$ cat config.mk
export PLATFORM = sky130hd
export DESIGN_NAME = one_shot_timer_bank
export DESIGN_NICKNAME = d
export VERILOG_FILES = /design/src/hdl/ostb_pkg.sv /design/src/hdl/one_shot_timer_bank.sv
export SDC_FILE = /design/constraint.sdc
export NUM_CORES = 1
export LEC_CHECK = 0
export BUFFER_PORTS_ARGS = -buffer_cell sky130_fd_sc_hd__buf_2
export CAP_MARGIN = 20
export CORE_MARGIN = 2
export CORE_UTILIZATION = 55
export DETAILED_ROUTE_END_ITERATION = 8
export PLACE_DENSITY_LB_ADDON = 0.15
export SYNTH_ARGS = -nofsm -noshare
export SYNTH_HDL_FRONTEND = slang
export SYNTH_SLANG_ARGS = --single-unit
$ cat constraint.sdc
create_clock -name clk -period 7.49 [get_ports clk]
set_input_delay 0.3745 -clock clk [delete_from_list [all_inputs] [get_ports clk]]
set_output_delay 0.3745 -clock clk [all_outputs]
set_load 0.005 [all_outputs]
$ cat src/hdl/ostb_pkg.sv
// ----------------------------------------------------------------------------
// ostb_pkg: shared types and constants for the one-shot timer bank
// Command and status codes, field widths and the stopped time value.
// ----------------------------------------------------------------------------
package ostb_pkg;

	// Field widths of the command and result beats
	localparam int unsigned CMD_W     = 3;
	localparam int unsigned SLOT_W    = 3;
	localparam int unsigned TIME_W    = 16;
	localparam int unsigned STATUS_W  = 2;
	localparam int unsigned MASK_W    = 5;

	// Default bank size
	localparam int unsigned NUM_TIMERS_DEF = 5;

	// Time-left value that marks a stopped timer
	localparam logic [TIME_W-1:0] TIME_STOPPED = 16'hFFFF;

	typedef enum logic [CMD_W-1:0] {
		CMD_OPEN  = 3'd0,
		CMD_CLOSE = 3'd1,
		CMD_SET   = 3'd2,
		CMD_START = 3'd3,
		CMD_STOP  = 3'd4,
		CMD_TICK  = 3'd5
	} cmd_t;

	typedef enum logic [STATUS_W-1:0] {
		ST_OK      = 2'd0,
		ST_INVALID = 2'd1,
		ST_NORES   = 2'd2
	} status_t;

endpackage

$ cat src/hdl/one_shot_timer_bank.sv
// ----------------------------------------------------------------------------
// one_shot_timer_bank: bank of one-shot countdown timers
// Timeouts and time-left values live in two synchronous memories; a tick
// walks all slots through one shared decrementer with read-modify-write.
// ----------------------------------------------------------------------------
// Sequence: open, close, set_timeout, stop and invalid commands load the result
//   at the accepting edge; start reads the timeout, writes it back, then loads
//   the result; tick walks the slots (one slot a cycle), then loads the result.
// Flow: one item at a time; the next beat is taken once the bank is idle and
//   the result register is free or being emptied.
// Reset: clears all open bits and control state; memories are not cleared,
//   each entry is written by open before its value is used.
module one_shot_timer_bank #(
	parameter int unsigned NUM_TIMERS = ostb_pkg::NUM_TIMERS_DEF
) (
	input  logic                           clk,
	input  logic                           arst_n,
	input  logic                           in_valid,
	output logic                           in_ready,
	input  logic [ostb_pkg::CMD_W-1:0]     command,
	input  logic [ostb_pkg::SLOT_W-1:0]    slot,
	input  logic [ostb_pkg::TIME_W-1:0]    timeout_ms,
	output logic                           out_valid,
	input  logic                           out_ready,
	output logic [ostb_pkg::STATUS_W-1:0]  status,
	output logic [ostb_pkg::SLOT_W-1:0]    granted_slot,
	output logic [ostb_pkg::MASK_W-1:0]    expired_mask
);

	localparam int unsigned IDX_W = (NUM_TIMERS > 1) ? $clog2(NUM_TIMERS) : 1;
	localparam int unsigned CNT_W = $clog2(NUM_TIMERS + 1);
	localparam int unsigned TW    = ostb_pkg::TIME_W;

	typedef enum logic [1:0] {
		S_IDLE,
		S_START_WR,
		S_TICK,
		S_DONE
	} state_t;

	state_t                       state_q;
	logic [NUM_TIMERS-1:0]        open_q;
	logic [ostb_pkg::SLOT_W-1:0]  slot_q;
	logic [CNT_W-1:0]             cnt_q;
	logic                         valid_s1;
	logic [IDX_W-1:0]             idx_s1;
	logic [ostb_pkg::MASK_W-1:0]  mask_q;

	logic                         out_valid_q;
	ostb_pkg::status_t            status_q;
	logic [ostb_pkg::SLOT_W-1:0]  granted_q;
	logic [ostb_pkg::MASK_W-1:0]  expired_q;

	// Memories and their ports
	logic [TW-1:0]                tmo_mem [NUM_TIMERS];
	logic [TW-1:0]                tl_mem  [NUM_TIMERS];
	logic [TW-1:0]                tmo_rd_q;
	logic [TW-1:0]                tl_rd_q;
	logic                         tmo_we;
	logic [IDX_W-1:0]             tmo_wa;
	logic [TW-1:0]                tmo_wd;
	logic                         tl_we;
	logic [IDX_W-1:0]             tl_wa;
	logic [TW-1:0]                tl_wd;
	logic [IDX_W-1:0]             tl_ra;

	logic                         accept;
	logic                         out_free;
	logic                         res_load;
	logic [IDX_W-1:0]             slot_idx;
	logic [IDX_W-1:0]             slot_q_idx;
	logic                         slot_ok;
	logic                         free_found;
	logic [IDX_W-1:0]             free_idx;
	logic                         tmo_good;
	logic                         wb_live;
	logic                         wb_expire;
	logic [TW-1:0]                wb_dec;

	assign out_free  = !out_valid_q || out_ready;
	assign in_ready  = (state_q == S_IDLE) && out_free;
	assign accept    = in_valid && in_ready;

	assign out_valid    = out_valid_q;
	assign status       = status_q;
	assign granted_slot = granted_q;
	assign expired_mask = expired_q;

	// Decode the addressed slot: in range and open
	assign slot_idx   = slot[IDX_W-1:0];
	assign slot_q_idx = slot_q[IDX_W-1:0];
	assign slot_ok    = ({1'b0, slot} < (ostb_pkg::SLOT_W + 1)'(NUM_TIMERS))
		? open_q[slot_idx] : 1'b0;
	assign tmo_good   = (timeout_ms != '0) && (timeout_ms != ostb_pkg::TIME_STOPPED);

	// A result loads at this edge: a single-beat command, or the end of start and tick
	assign res_load = (state_q == S_DONE) ? out_free
		: (accept && (command != ostb_pkg::CMD_TICK)
		&& !((command == ostb_pkg::CMD_START) && slot_ok));

	// Find the lowest free slot
	always_comb begin
		free_found = 1'b0;
		free_idx   = '0;
		for (int i = NUM_TIMERS - 1; i >= 0; i--) begin
			if (!open_q[i]) begin
				free_found = 1'b1;
				free_idx   = IDX_W'(i);
			end
		end
	end

	// Shared decrementer for the tick walk
	assign wb_live   = valid_s1 && open_q[idx_s1] && (tl_rd_q != ostb_pkg::TIME_STOPPED);
	assign wb_dec    = tl_rd_q - TW'(1);
	assign wb_expire = wb_live && (tl_rd_q == TW'(1));
	assign tl_ra     = cnt_q[IDX_W-1:0];

	// Steer the memory write ports
	always_comb begin
		tmo_we = 1'b0;
		tmo_wa = slot_idx;
		tmo_wd = timeout_ms;
		tl_we  = 1'b0;
		tl_wa  = slot_idx;
		tl_wd  = ostb_pkg::TIME_STOPPED;
		case (state_q)
			S_IDLE: begin
				if (accept) begin
					case (ostb_pkg::cmd_t'(command))
						ostb_pkg::CMD_OPEN: begin
							tmo_we = free_found;
							tmo_wa = free_idx;
							tl_we  = free_found;
							tl_wa  = free_idx;
						end
						ostb_pkg::CMD_SET: begin
							tmo_we = slot_ok && tmo_good;
						end
						ostb_pkg::CMD_STOP: begin
							tl_we = slot_ok;
						end
						default: begin
						end
					endcase
				end
			end
			S_START_WR: begin
				tl_we = 1'b1;
				tl_wa = slot_q_idx;
				tl_wd = tmo_rd_q;
			end
			S_TICK: begin
				tl_we = wb_live;
				tl_wa = idx_s1;
				tl_wd = wb_expire ? ostb_pkg::TIME_STOPPED : wb_dec;
			end
			default: begin
			end
		endcase
	end

	// Timeout memory: one write, one registered read
	always_ff @(posedge clk) begin
		if (tmo_we) begin
			tmo_mem[tmo_wa] <= tmo_wd;
		end
		tmo_rd_q <= tmo_mem[slot_idx];
	end

	// Time-left memory: one write, one registered read
	always_ff @(posedge clk) begin
		if (tl_we) begin
			tl_mem[tl_wa] <= tl_wd;
		end
		tl_rd_q <= tl_mem[tl_ra];
	end

	// Sequencer, open bits and result register
	always_ff @(posedge clk or negedge arst_n) begin
		if (!arst_n) begin
			state_q     <= S_IDLE;
			open_q      <= '0;
			slot_q      <= '0;
			cnt_q       <= '0;
			valid_s1    <= 1'b0;
			idx_s1      <= '0;
			mask_q      <= '0;
			out_valid_q <= 1'b0;
			status_q    <= ostb_pkg::ST_OK;
			granted_q   <= '0;
			expired_q   <= '0;
		end else begin
			// Drop the result once taken, unless a new one loads at this edge
			if (out_valid_q && out_ready && !res_load) begin
				out_valid_q <= 1'b0;
			end
			case (state_q)
				S_IDLE: begin
					if (accept) begin
						slot_q    <= slot;
						mask_q    <= '0;
						cnt_q     <= '0;
						valid_s1  <= 1'b0;
						granted_q <= '0;
						expired_q <= '0;
						case (ostb_pkg::cmd_t'(command))
							ostb_pkg::CMD_OPEN: begin
								out_valid_q <= 1'b1;
								if (free_found) begin
									open_q[free_idx] <= 1'b1;
									granted_q        <= ostb_pkg::SLOT_W'(free_idx);
									status_q         <= ostb_pkg::ST_OK;
								end else begin
									status_q <= ostb_pkg::ST_NORES;
								end
							end
							ostb_pkg::CMD_CLOSE: begin
								out_valid_q <= 1'b1;
								if (slot_ok) begin
									open_q[slot_idx] <= 1'b0;
									status_q         <= ostb_pkg::ST_OK;
								end else begin
									status_q <= ostb_pkg::ST_INVALID;
								end
							end
							ostb_pkg::CMD_SET: begin
								out_valid_q <= 1'b1;
								status_q    <= (slot_ok && tmo_good)
									? ostb_pkg::ST_OK : ostb_pkg::ST_INVALID;
							end
							ostb_pkg::CMD_STOP: begin
								out_valid_q <= 1'b1;
								status_q    <= slot_ok ? ostb_pkg::ST_OK : ostb_pkg::ST_INVALID;
							end
							ostb_pkg::CMD_START: begin
								if (slot_ok) begin
									state_q <= S_START_WR;
								end else begin
									out_valid_q <= 1'b1;
									status_q    <= ostb_pkg::ST_INVALID;
								end
							end
							ostb_pkg::CMD_TICK: begin
								state_q <= S_TICK;
							end
							default: begin
								out_valid_q <= 1'b1;
								status_q    <= ostb_pkg::ST_INVALID;
							end
						endcase
					end
				end
				S_START_WR: begin
					state_q <= S_DONE;
				end
				S_TICK: begin
					// Advance the walk: issue the next read, retire the previous one
					if (cnt_q != CNT_W'(NUM_TIMERS)) begin
						cnt_q    <= cnt_q + CNT_W'(1);
						valid_s1 <= 1'b1;
						idx_s1   <= cnt_q[IDX_W-1:0];
					end else begin
						valid_s1 <= 1'b0;
						state_q  <= S_DONE;
					end
					if (wb_expire) begin
						mask_q <= mask_q | (ostb_pkg::MASK_W'(1) << idx_s1);
					end
				end
				S_DONE: begin
					// Hold until the result register is free
					if (out_free) begin
						out_valid_q <= 1'b1;
						status_q    <= ostb_pkg::ST_OK;
						granted_q   <= '0;
						expired_q   <= mask_q;
						state_q     <= S_IDLE;
					end
				end
				default: begin
					state_q <= S_IDLE;
				end
			endcase
		end
	end

`ifndef SYNTHESIS
	// Start write-back only ever follows the accepting cycle
	a_start_follows_idle: assert property (@(posedge clk) disable iff (!arst_n)
		state_q == S_START_WR |-> $past(state_q) == S_IDLE)
		else $error("start write-back not preceded by idle");

	// Walk pipeline stays full once the first read is issued
	a_tick_pipe_full: assert property (@(posedge clk) disable iff (!arst_n)
		(state_q == S_TICK) && (cnt_q != '0) |-> valid_s1)
		else $error("tick walk lost a slot");

	// Expiry bits only come with an ok result
	a_mask_ok: assert property (@(posedge clk) disable iff (!arst_n)
		out_valid && (expired_mask != '0) |-> (status == ostb_pkg::ST_OK) && (granted_slot == '0))
		else $error("expiry mask on a non-tick result");

	// A granted slot is open when its result appears
	a_grant_open: assert property (@(posedge clk) disable iff (!arst_n)
		$rose(out_valid) && (granted_slot != '0) |-> open_q[granted_slot[IDX_W-1:0]])
		else $error("granted slot not open");
`endif

endmodule

==> results.txt, run 1 <==
* Met3 Usage GRT: 3.35%
- Net Count, Synth: 690
* Share of the synthesized area in the top cell type: 52.0%
- The layer flagged by global routing as most heavily used is met2.
- Clock tree synthesis inserted a total of 23 buffers.
- Detailed placement finished with a half-perimeter wire length of 12.6 mm.
* Post-cts resize count: 0
- Setup repair after global routing left no endpoint under its margin.
- Crit Path Max Fanout: 16
* Post-layout instance area: 10500 um^2
* DRC violation total after the first TritonRoute iteration: 480
* Met1 track utilization from global routing: 33.2%
- Area enclosed by the die boundary: 17900 um^2
* Antenna violations before repair: 0
- Aggregate routed wire length: 19.5 mm
- Tracing the worst setup path back leads to its startpoint at state_q[0].
* Setup TNS: 0 ps
- The count of buffers added on input and output ports is 37.
- For this design the ratio of total power to cell area is 388 nW/um^2.
- Static timing analysis puts the maximum clock frequency at 0.260 GHz.
- The number of antenna diodes in the final layout is 0.
- CP startpoint kind: register
- Yosys attributes the largest share of cell area to sky130_fd_sc_hd__edfxtp_1 (52%), sky130_fd_sc_hd__dfrtp_1 (8.9%), sky130_fd_sc_hd__dfxtp_1 (6.9%), sky130_fd_sc_hd__mux4_2 (5.4%), sky130_fd_sc_hd__mux2_2 (2.4%).
- For this run, the leading register cell type out of synthesis is sky130_fd_sc_hd__edfxtp_1.
* Post-CTS setup buffers: 0
- The share of total power dissipated in the clock network is 27.3%.
* Post-Route Skew: 12.5 ps
- Overall power consumption after layout is estimated at 4.06 mW.
* Reported leakage power: 3.69 nW
* Synth cell count leaders: sky130_fd_sc_hd__edfxtp_1 (160), sky130_fd_sc_hd__nand2_1 (56), sky130_fd_sc_hd__nor2_1 (36), sky130_fd_sc_hd__dfrtp_1 (33), sky130_fd_sc_hd__o21ai_0 (33)
* TritonCTS clock tree: yes
- GRT Residual Overflow: 0
- Summing all placed instances gives a cell area of 9700 um^2.
* First-pass detailed-route iteration total: 5
* Switching power summed over all nets: 1.30 mW
- For this configuration, the core starts out at a cell density of 56.0%.
- After floorplanning, the core was sized to cover 16500 um^2.
* Relative max-transition margin: 25.8%
- Summing all multi-input logic gate instances after layout gives 2810 um^2.
- The via count of the first global-routing pass came to 5609.
- Count of flip-flops with a built-in enable after synthesis: 160
* Run status: finished clean
- STA classifies the critical path endpoint as a register.
- Pin count of the biggest net entering global routing: 34
- The average instance in the mapped netlist occupies 14.1 um^2.
* Nets: 731
- CP Data Required Time: 7610 ps
- The share of the Yosys chip area taken by registers is 67.8%.
- Number of vias per cell after detailed routing: 6.01
- Switching part of the total power: 31.9%
* Warnings, synthesis: 0
- DRC violations left: 0
* Gpl congestion: 0.873
- The floorplan has 47 rows.
- Area growth syn-to-layout: 13.1%
- Antenna violation net count after detailed routing: 0
- Post-route fraction of the period consumed by the critical path: 51.4%
* Final setup violation count: 0
- For this block, the via count after detailed routing is 5605.
- The tree is rooted in a sky130_fd_sc_hd__clkbuf_16.
- Data on the critical path arrives at its endpoint at 3970 ps.
- Wire length of the first global-routing pass: 31.2 mm
* Gr usage total: 22.5%
* Count of state elements after synthesis: 225
- The internal power of the cells totals 2.76 mW.
* Clk_lat worst skew: 500 ps
- Number of cells produced by synthesis: 655
- After synthesis, the share of flip-flops with an asynchronous set or reset is 14.7%.
* Placed cell count: 890
- For the pin with the worst max-slew slack, the measured transition is 1110 ps.
- The startpoint identified for the worst register-to-register timing path is state_q[0].
* FILL cells: 1219
- Detailed-route wire length per cell: 21.0 um
- In this run the number of H-tree levels came out at 1.
- Total number of clock tree sinks: 225
- Final Hold Violating Endpoints: 0
- The floorplan step set the die height to 134 um.
- Combinational logic is responsible for 26.4% of the overall power.
* Clock transition at path regs: 60 ps
* Fraction of layout cells with a size suffix above 1: 19.5%
- Setup CP Type: register to register
- Most used standard cell by instance count after synthesis: sky130_fd_sc_hd__edfxtp_1
- Netlist area before placement: 9250 um^2
- Maximum buffer depth of the clock tree: 3
* Proportion of power drawn by flip-flops and latches: 46.3%
- After synthesis, the netlist uses 60 different library cells.
- Summing all flip-flop and latch instances after layout gives 6270 um^2.
- Beginning of the worst hold path: timeout_ms[2]
* Number of hold-repair buffers added at the cts stage: 1
* Largest area contributor in the synthesized netlist: sky130_fd_sc_hd__edfxtp_1
- The finished layout holds 932 standard cells, fillers aside.
- Worst min-delay path class: primary input to register
- Number of top-level pins: 38
* Largest vdd supply drop: 0.212 mV
* Shortest period the worst path allows: 3850 ps
* Die boundary width: 134 um
- Count of final max-slew check failures: 0
* Max-cap violation count: 0
- Met2 layer usage reported by global route: 36.3%
layer usage:
layer,up-vias,share of wire [%]
li1,2585,-
met1,2827,46
met2,166,48
met3,27,4.9
met4,0,1.4
met5,-,0
worst paths after layout:
path	end	slack, ps	cells past startpoint
worst max-delay path	tl_mem[0][2]	3640	8
worst min-delay path	tmo_mem[3][2]	140	1
worst max register to register	tl_mem[0][2]	3640	8
worst min register to register	tmo_rd_q[8]	440	2
max in group asynchronous	expired_mask[1]	6500	2
min in group asynchronous	open_q[3]	500	2
state kept, by name, summed over array words and instances, names as in the netlist:
| register | cells |
|---|---|
| mask_q | 5 |
| tmo_mem | 80 |
| granted_slot | 3 |
| status | 2 |
| slot_q | 3 |
| out_valid | 1 |
| valid_s1 | 1 |
| tmo_rd_q | 16 |
| tl_mem | 80 |
| tl_rd_q | 16 |
| cnt_q | 3 |
| state_q | 2 |
| expired_mask | 5 |
| idx_s1 | 3 |
| open_q | 5 |
kinds of logic (layout without fill, tap and decap cells):
logic type / count (synthesis) / in the layout / synth area share, %
DFF: 225 / 225 / 67.8
and+or+nand+nor: 171 / 171 / 9.17
AOI/OAI and AO/OA: 126 / 126 / 8.86
muxes: 56 / 56 / 9.31
buffers and inverters: 54 / 111 / 2.27
xor gates and xnor gates: 13 / 13 / 1.23
adders and majority gates: 10 / 10 / 1.33
power by group through the flow:
stage / clock network (mW) / logic [mW] / registers, mW
after floorplan: 0 / 0.771 / 1.82
after global placement: 0 / 1.02 / 1.89
after detailed placement: 0 / 1.07 / 1.90
after CTS: 1.13 / 1.07 / 1.88
after global routing: 1.18 / 1.18 / 1.90
final: 1.11 / 1.07 / 1.88
critical path, stage by stage, from the launching register on:
cell and delay (ps):
sky130_fd_sc_hd__dfrtp_1 400, sky130_fd_sc_hd__inv_1 110, sky130_fd_sc_hd__ha_1 370, sky130_fd_sc_hd__and2_1 300, sky130_fd_sc_hd__and3_1 390, sky130_fd_sc_hd__mux2i_1 530
sky130_fd_sc_hd__o21ai_0 280, sky130_fd_sc_hd__o2bb2ai_1 270, sky130_fd_sc_hd__nor3_4 810
per-stage QoR:
step           setup slack [ps]  hold slack (ps)  util [%]
2_1_floorplan              2540             78.9         -
3_3_place_gp               3830              419      58.7
3_5_place_dp               3660              424      58.7
4_1_cts                    3630              129      63.3
5_1_grt                    3280              137      63.3
6_report                   3640              138      63.3
cell usage in the layout (no fill, tap or decap), drive strengths merged, types with 9 or more instances in the layout:
cell    instances
nor2           36
nand2          56
nand3          17
o21ai          33
mux2           20
buf            47
inv            22
edfxtp        160
mux2i          14
a21oi          30
mux4           22
dfrtp          33
a22oi          11
clkbuf         29
ha              9
nor3           10
dfxtp          32
final cells by class:
type | count | area share [%]
tap | 220 | 2.63
clock inverter | 12 | 1.18
timing repair buffer | 48 | 2.58
multi-input combinational | 376 | 26.9
clock buffer | 29 | 5.91
inverter | 22 | 0.790
sequential | 225 | 60.0
(Power assumes the default switching activity.)
==> run 2, diff against run 1 <==
--- a/config.mk
+++ b/config.mk
@@ -5,6 +5,7 @@
 export SDC_FILE = /design/constraint.sdc
 export NUM_CORES = 1
 export LEC_CHECK = 0
+export ABC_AREA = 1
 export BUFFER_PORTS_ARGS = -buffer_cell sky130_fd_sc_hd__buf_2
 export CAP_MARGIN = 20
 export CORE_MARGIN = 2
==> constraint.sdc (replaced) <==
create_clock -name clk -period 3.95 [get_ports clk]
set_input_delay 0.1975 -clock clk [delete_from_list [all_inputs] [get_ports clk]]
set_output_delay 0.1975 -clock clk [all_outputs]
set_load 0.005 [all_outputs]
==> run 2 against run 1 <==
Sequential power grew 81%. Hold slack lost 25 ps. Global-route usage grew 0.77 points. Synthesized area grew 4.2%. Cell count grew 33%. Synthesized cell count grew 44%. Flip-flop and latch count is the same. Utilization grew 0.61 points. Largest cell class unchanged.
==> results.txt, run 2 <==
- TritonCTS built the clock tree.
- For this run, global-route usage on met2 was measured as 35.3%.
* Commonest cells after routing, fill and taps aside: sky130_fd_sc_hd__nand2_1 (223), sky130_fd_sc_hd__edfxtp_1 (160), sky130_fd_sc_hd__nor2_1 (148), sky130_fd_sc_hd__o21ai_0 (67), sky130_fd_sc_hd__inv_1 (53)
- Critical path buffer and inverter count: 2
- Number of cells produced by synthesis: 940
- The internal power of the cells totals 5.19 mW.
- Crit Path Max Fanout: 16
* Total number of clock tree sinks: 225
- The pre-antenna-repair detailed-routing pass consisted of 6 iterations.
* Warnings, synthesis: 0
- GRT Residual Overflow: 0
- The number of nets in the synthesized netlist is 975.
- Detailed Place HPWL: 13.7 mm
- Antenna violations before repair: 0
- Net switching is 33.8% of the power.
- The mapped netlist covers 9630 um^2.
- Clock transition at path regs: 60 ps
- After clock tree synthesis, the repair step resized 0 gates.
* Relative max-transition margin: 31.7%
- Entering global routing, the biggest net connects 37 pins.
- In this run the post-CTS setup repair buffer count came out at 0.
- After global routing, the most crowded layer is met1.
- After detailed routing, the number of remaining DRC violations is 0.
- Registers take 6270 um^2.
- Per report_power, the combinational group accounts for 27.8% of the total.
- In the finished design, the share of the clock period the worst path needs comes to 72.1%.
- Worst Slack Setup Final: 1100 ps
- Aggregate routed wire length: 20.9 mm
* Effective utilization at floorplan: 55.9%
- Family of cells with the greatest summed delay on the critical path: simple AND/OR/NAND/NOR gates
- Shortest period the worst path allows: 2850 ps
* Post-place setup slack: 1110 ps
- The first global-routing pass estimated 33.4 mm of wire.
* Synth cell types: 42
- Sequential share of the synthesized area: 65.1%
* Achievable Freq: 0.351 GHz
* Hold-critical path depth: 5
* Top flop regs: tl_mem (80), tmo_mem (80)
* Number of vias after detailed routing: 6837
- Die Span Y: 136 um
* Gpl congestion: 0.903
- VDD sags by at most 0.491 mV.
* DRC violation total after the first TritonRoute iteration: 600
* Logic depth of the worst path, buffers included: 9
- The clock network accounts for 28.7% of the total power.
- The clock passes through at most 3 buffers.
- Cells fill 63.9% of the core in the end.
* Worst min-delay path class: primary input to register
* Area growth syn-to-layout: 14.3%
- The number of max-slew violations in the final report came to 0.
* Power density of the placed cells: 711 nW/um^2
* Reported leakage power: 4.32 nW
- By area, the combinational part of the netlist is dominated by simple AND/OR/NAND/NOR gates.
* Largest area contributor in the synthesized netlist: sky130_fd_sc_hd__edfxtp_1
- In this run the number of H-tree levels came out at 1.
- At the worst endpoint, the arrival time is 2990 ps.
- The run finished with clean final reports.
- Synth Flop Type: sky130_fd_sc_hd__edfxtp_1
* Multi-input logic area: 2990 um^2
- Number of hold-repair buffers added at the cts stage: 17
* Antenna Cells: 0
- After detailed routing, the average wire length per cell comes to 16.8 um.
- In the post-synthesis netlist, the biggest area contributors are sky130_fd_sc_hd__edfxtp_1 (50%), sky130_fd_sc_hd__nand2_1 (8.7%), sky130_fd_sc_hd__dfrtp_1 (8.6%), sky130_fd_sc_hd__dfxtp_1 (6.7%), sky130_fd_sc_hd__nor2_1 (5.8%).
- The synthesized design contains 160 enable-type register cells.
- Setup CP Type: register to register
- RSZ-0062 raised after global routing: no
- Number of standard-cell rows in the floorplan: 48
- Gr usage total: 23.3%
* Adder-cell share of the synthesized area: 1.17%
- The share of synthesized area in the top cell type comes to 49.9%.
* Xor and xnor fraction of the mapped netlist area: 0.455%
* Met1 track utilization from global routing: 35.8%
- On the critical path, the stage with the largest delay is an instance of sky130_fd_sc_hd__ha_1.
* Final setup violation count: 0
- The root buffer cell chosen for the clock tree is sky130_fd_sc_hd__clkbuf_16.
- The filler cells instantiated in the layout total 1335.
- For this run, global-route usage on met3 was measured as 3.17%.
- The portion of synthesized area spent on multiplexers is 0%.
* Number of global-route vias before repair: 6429
- Die boundary width: 136 um
- Summing the areas of all compound-gate instances in the mapped netlist gives 8.64% of the synthesized area.
- After floorplanning, the core was sized to cover 17200 um^2.
- Clk_lat worst skew: 510 ps
- Maximum single-stage delay on the critical path: 480 ps
- Count of input and output buffers: 37
- Critical path endpoint category: register
- After synthesis, the share of flip-flops with an asynchronous set or reset is 14.7%.
* Area enclosed by the die boundary: 18600 um^2
- Across the run, the number of max-cap violations was 0.
- Cell repeated most along the worst path: sky130_fd_sc_hd__inv_1
- Fraction of layout cells with a size suffix above 1: 11.3%
* Proportion of power drawn by flip-flops and latches: 43.6%
- In this run the remaining antenna-violating nets after routing total 0.
- In the post-synthesis netlist, the cell with the most instances is sky130_fd_sc_hd__nand2_1.
* Synth Area per Inst: 10.2 um^2
* Clock buffers created by TritonCTS: 23
- Final Hold Violating Endpoints: 0
* Slew at the pin closest to its max-slew limit: 1020 ps
- CP Data Required Time: 4090 ps
- After synthesis, the most frequently instantiated cells are sky130_fd_sc_hd__nand2_1 (223), sky130_fd_sc_hd__edfxtp_1 (160), sky130_fd_sc_hd__nor2_1 (148), sky130_fd_sc_hd__o21ai_0 (67), sky130_fd_sc_hd__inv_1 (53).
- Post-Route Skew: 15.5 ps
* Simple-gate area share of the yosys netlist: 20.7%
- In this run the count of I/O pins placed on the die edge is 38.
- Number of vias per cell after detailed routing: 5.50
- Setup TNS: 0 ps
- The library cell used most frequently in the layout, excluding fill and tap cells, is sky130_fd_sc_hd__nand2_1.
- Nets: 1036
* Cell Chain, Critical Path: inv_1 -> ha_1 -> nand3_4 -> o21ai_0 -> nand3_1 -> and2_4 -> nor2_1 -> nand2_1 -> inv_1
- The synthesized design contains 225 register bits.
- The worst setup path is launched from a register.
- Switching power summed over all nets: 2.64 mW
- Logic depth of the worst register-to-register path: 9
[run 2: path summary, 6_finish.rpt]
| check | start | end | slack [ps] |
|---|---|---|---|
| worst max-delay path | state_q[1] | tmo_mem[3][3] | 1100 |
| worst min-delay path | command[0] | status[0] | 110 |
| worst max register to register | state_q[1] | tmo_mem[3][3] | 1100 |
| worst min register to register | tmo_mem[1][0] | tmo_rd_q[0] | 470 |
| max in group asynchronous | arst_n | cnt_q[1] | 3160 |
| min in group asynchronous | arst_n | open_q[3] | 290 |
[run 2: worst reg2reg max path, cell delays in order, from the launching register on]
cell and delay [ps]:
sky130_fd_sc_hd__dfrtp_1 410, sky130_fd_sc_hd__inv_1 100, sky130_fd_sc_hd__ha_1 480, sky130_fd_sc_hd__nand3_4 290
sky130_fd_sc_hd__o21ai_0 230, sky130_fd_sc_hd__nand3_1 150, sky130_fd_sc_hd__and2_4 190, sky130_fd_sc_hd__nor2_1 100
sky130_fd_sc_hd__nand2_1 70, sky130_fd_sc_hd__inv_1 460
[run 2: layout make-up]
type,instances,area share [%]
flip-flops and latches,225,57.0
multi-input cells,624,27.1
well taps,225,2.56
clock buffers,28,5.67
clock inverters,14,1.53
repair buffers,66,4.08
inverters,61,2.08
[run 2: kinds of logic (layout without fill, tap and decap cells)]
group | count (synthesis) | in the layout
xor+xnor | 5 | 5
fa+ha+maj | 9 | 9
buf+inv | 91 | 169
compound gates | 144 | 144
flops | 225 | 225
simple gates | 466 | 466
[run 2: metrics by stage]
step | cells | cell area [um^2] | hold WS, ps | power (mW)
global route | 1243 | 11000 | 122 | 8.28
global placement | 1183 | 10000 | 304 | 5.54
CTS | 1243 | 11000 | 92.7 | 7.84
finish | 1243 | 11000 | 112 | 7.83
floorplan | 940 | 9630 | -98.1 | 4.91
detailed placement | 1184 | 10000 | 303 | 5.58
[run 2: power by group through the flow]
stage	registers [mW]	logic (mW)	clock network (mW)
finish	3.41	2.17	2.24
detailed placement	3.45	2.13	0
CTS	3.41	2.15	2.28
global placement	3.44	2.10	0
global route	3.46	2.45	2.37
floorplan	3.39	1.53	0
[run 2: layer usage]
layer	vias up	share of wire, %
li1	3341	-
met1	3270	47
met2	201	45
met3	25	6.3
met4	0	1.6
met5	-	0
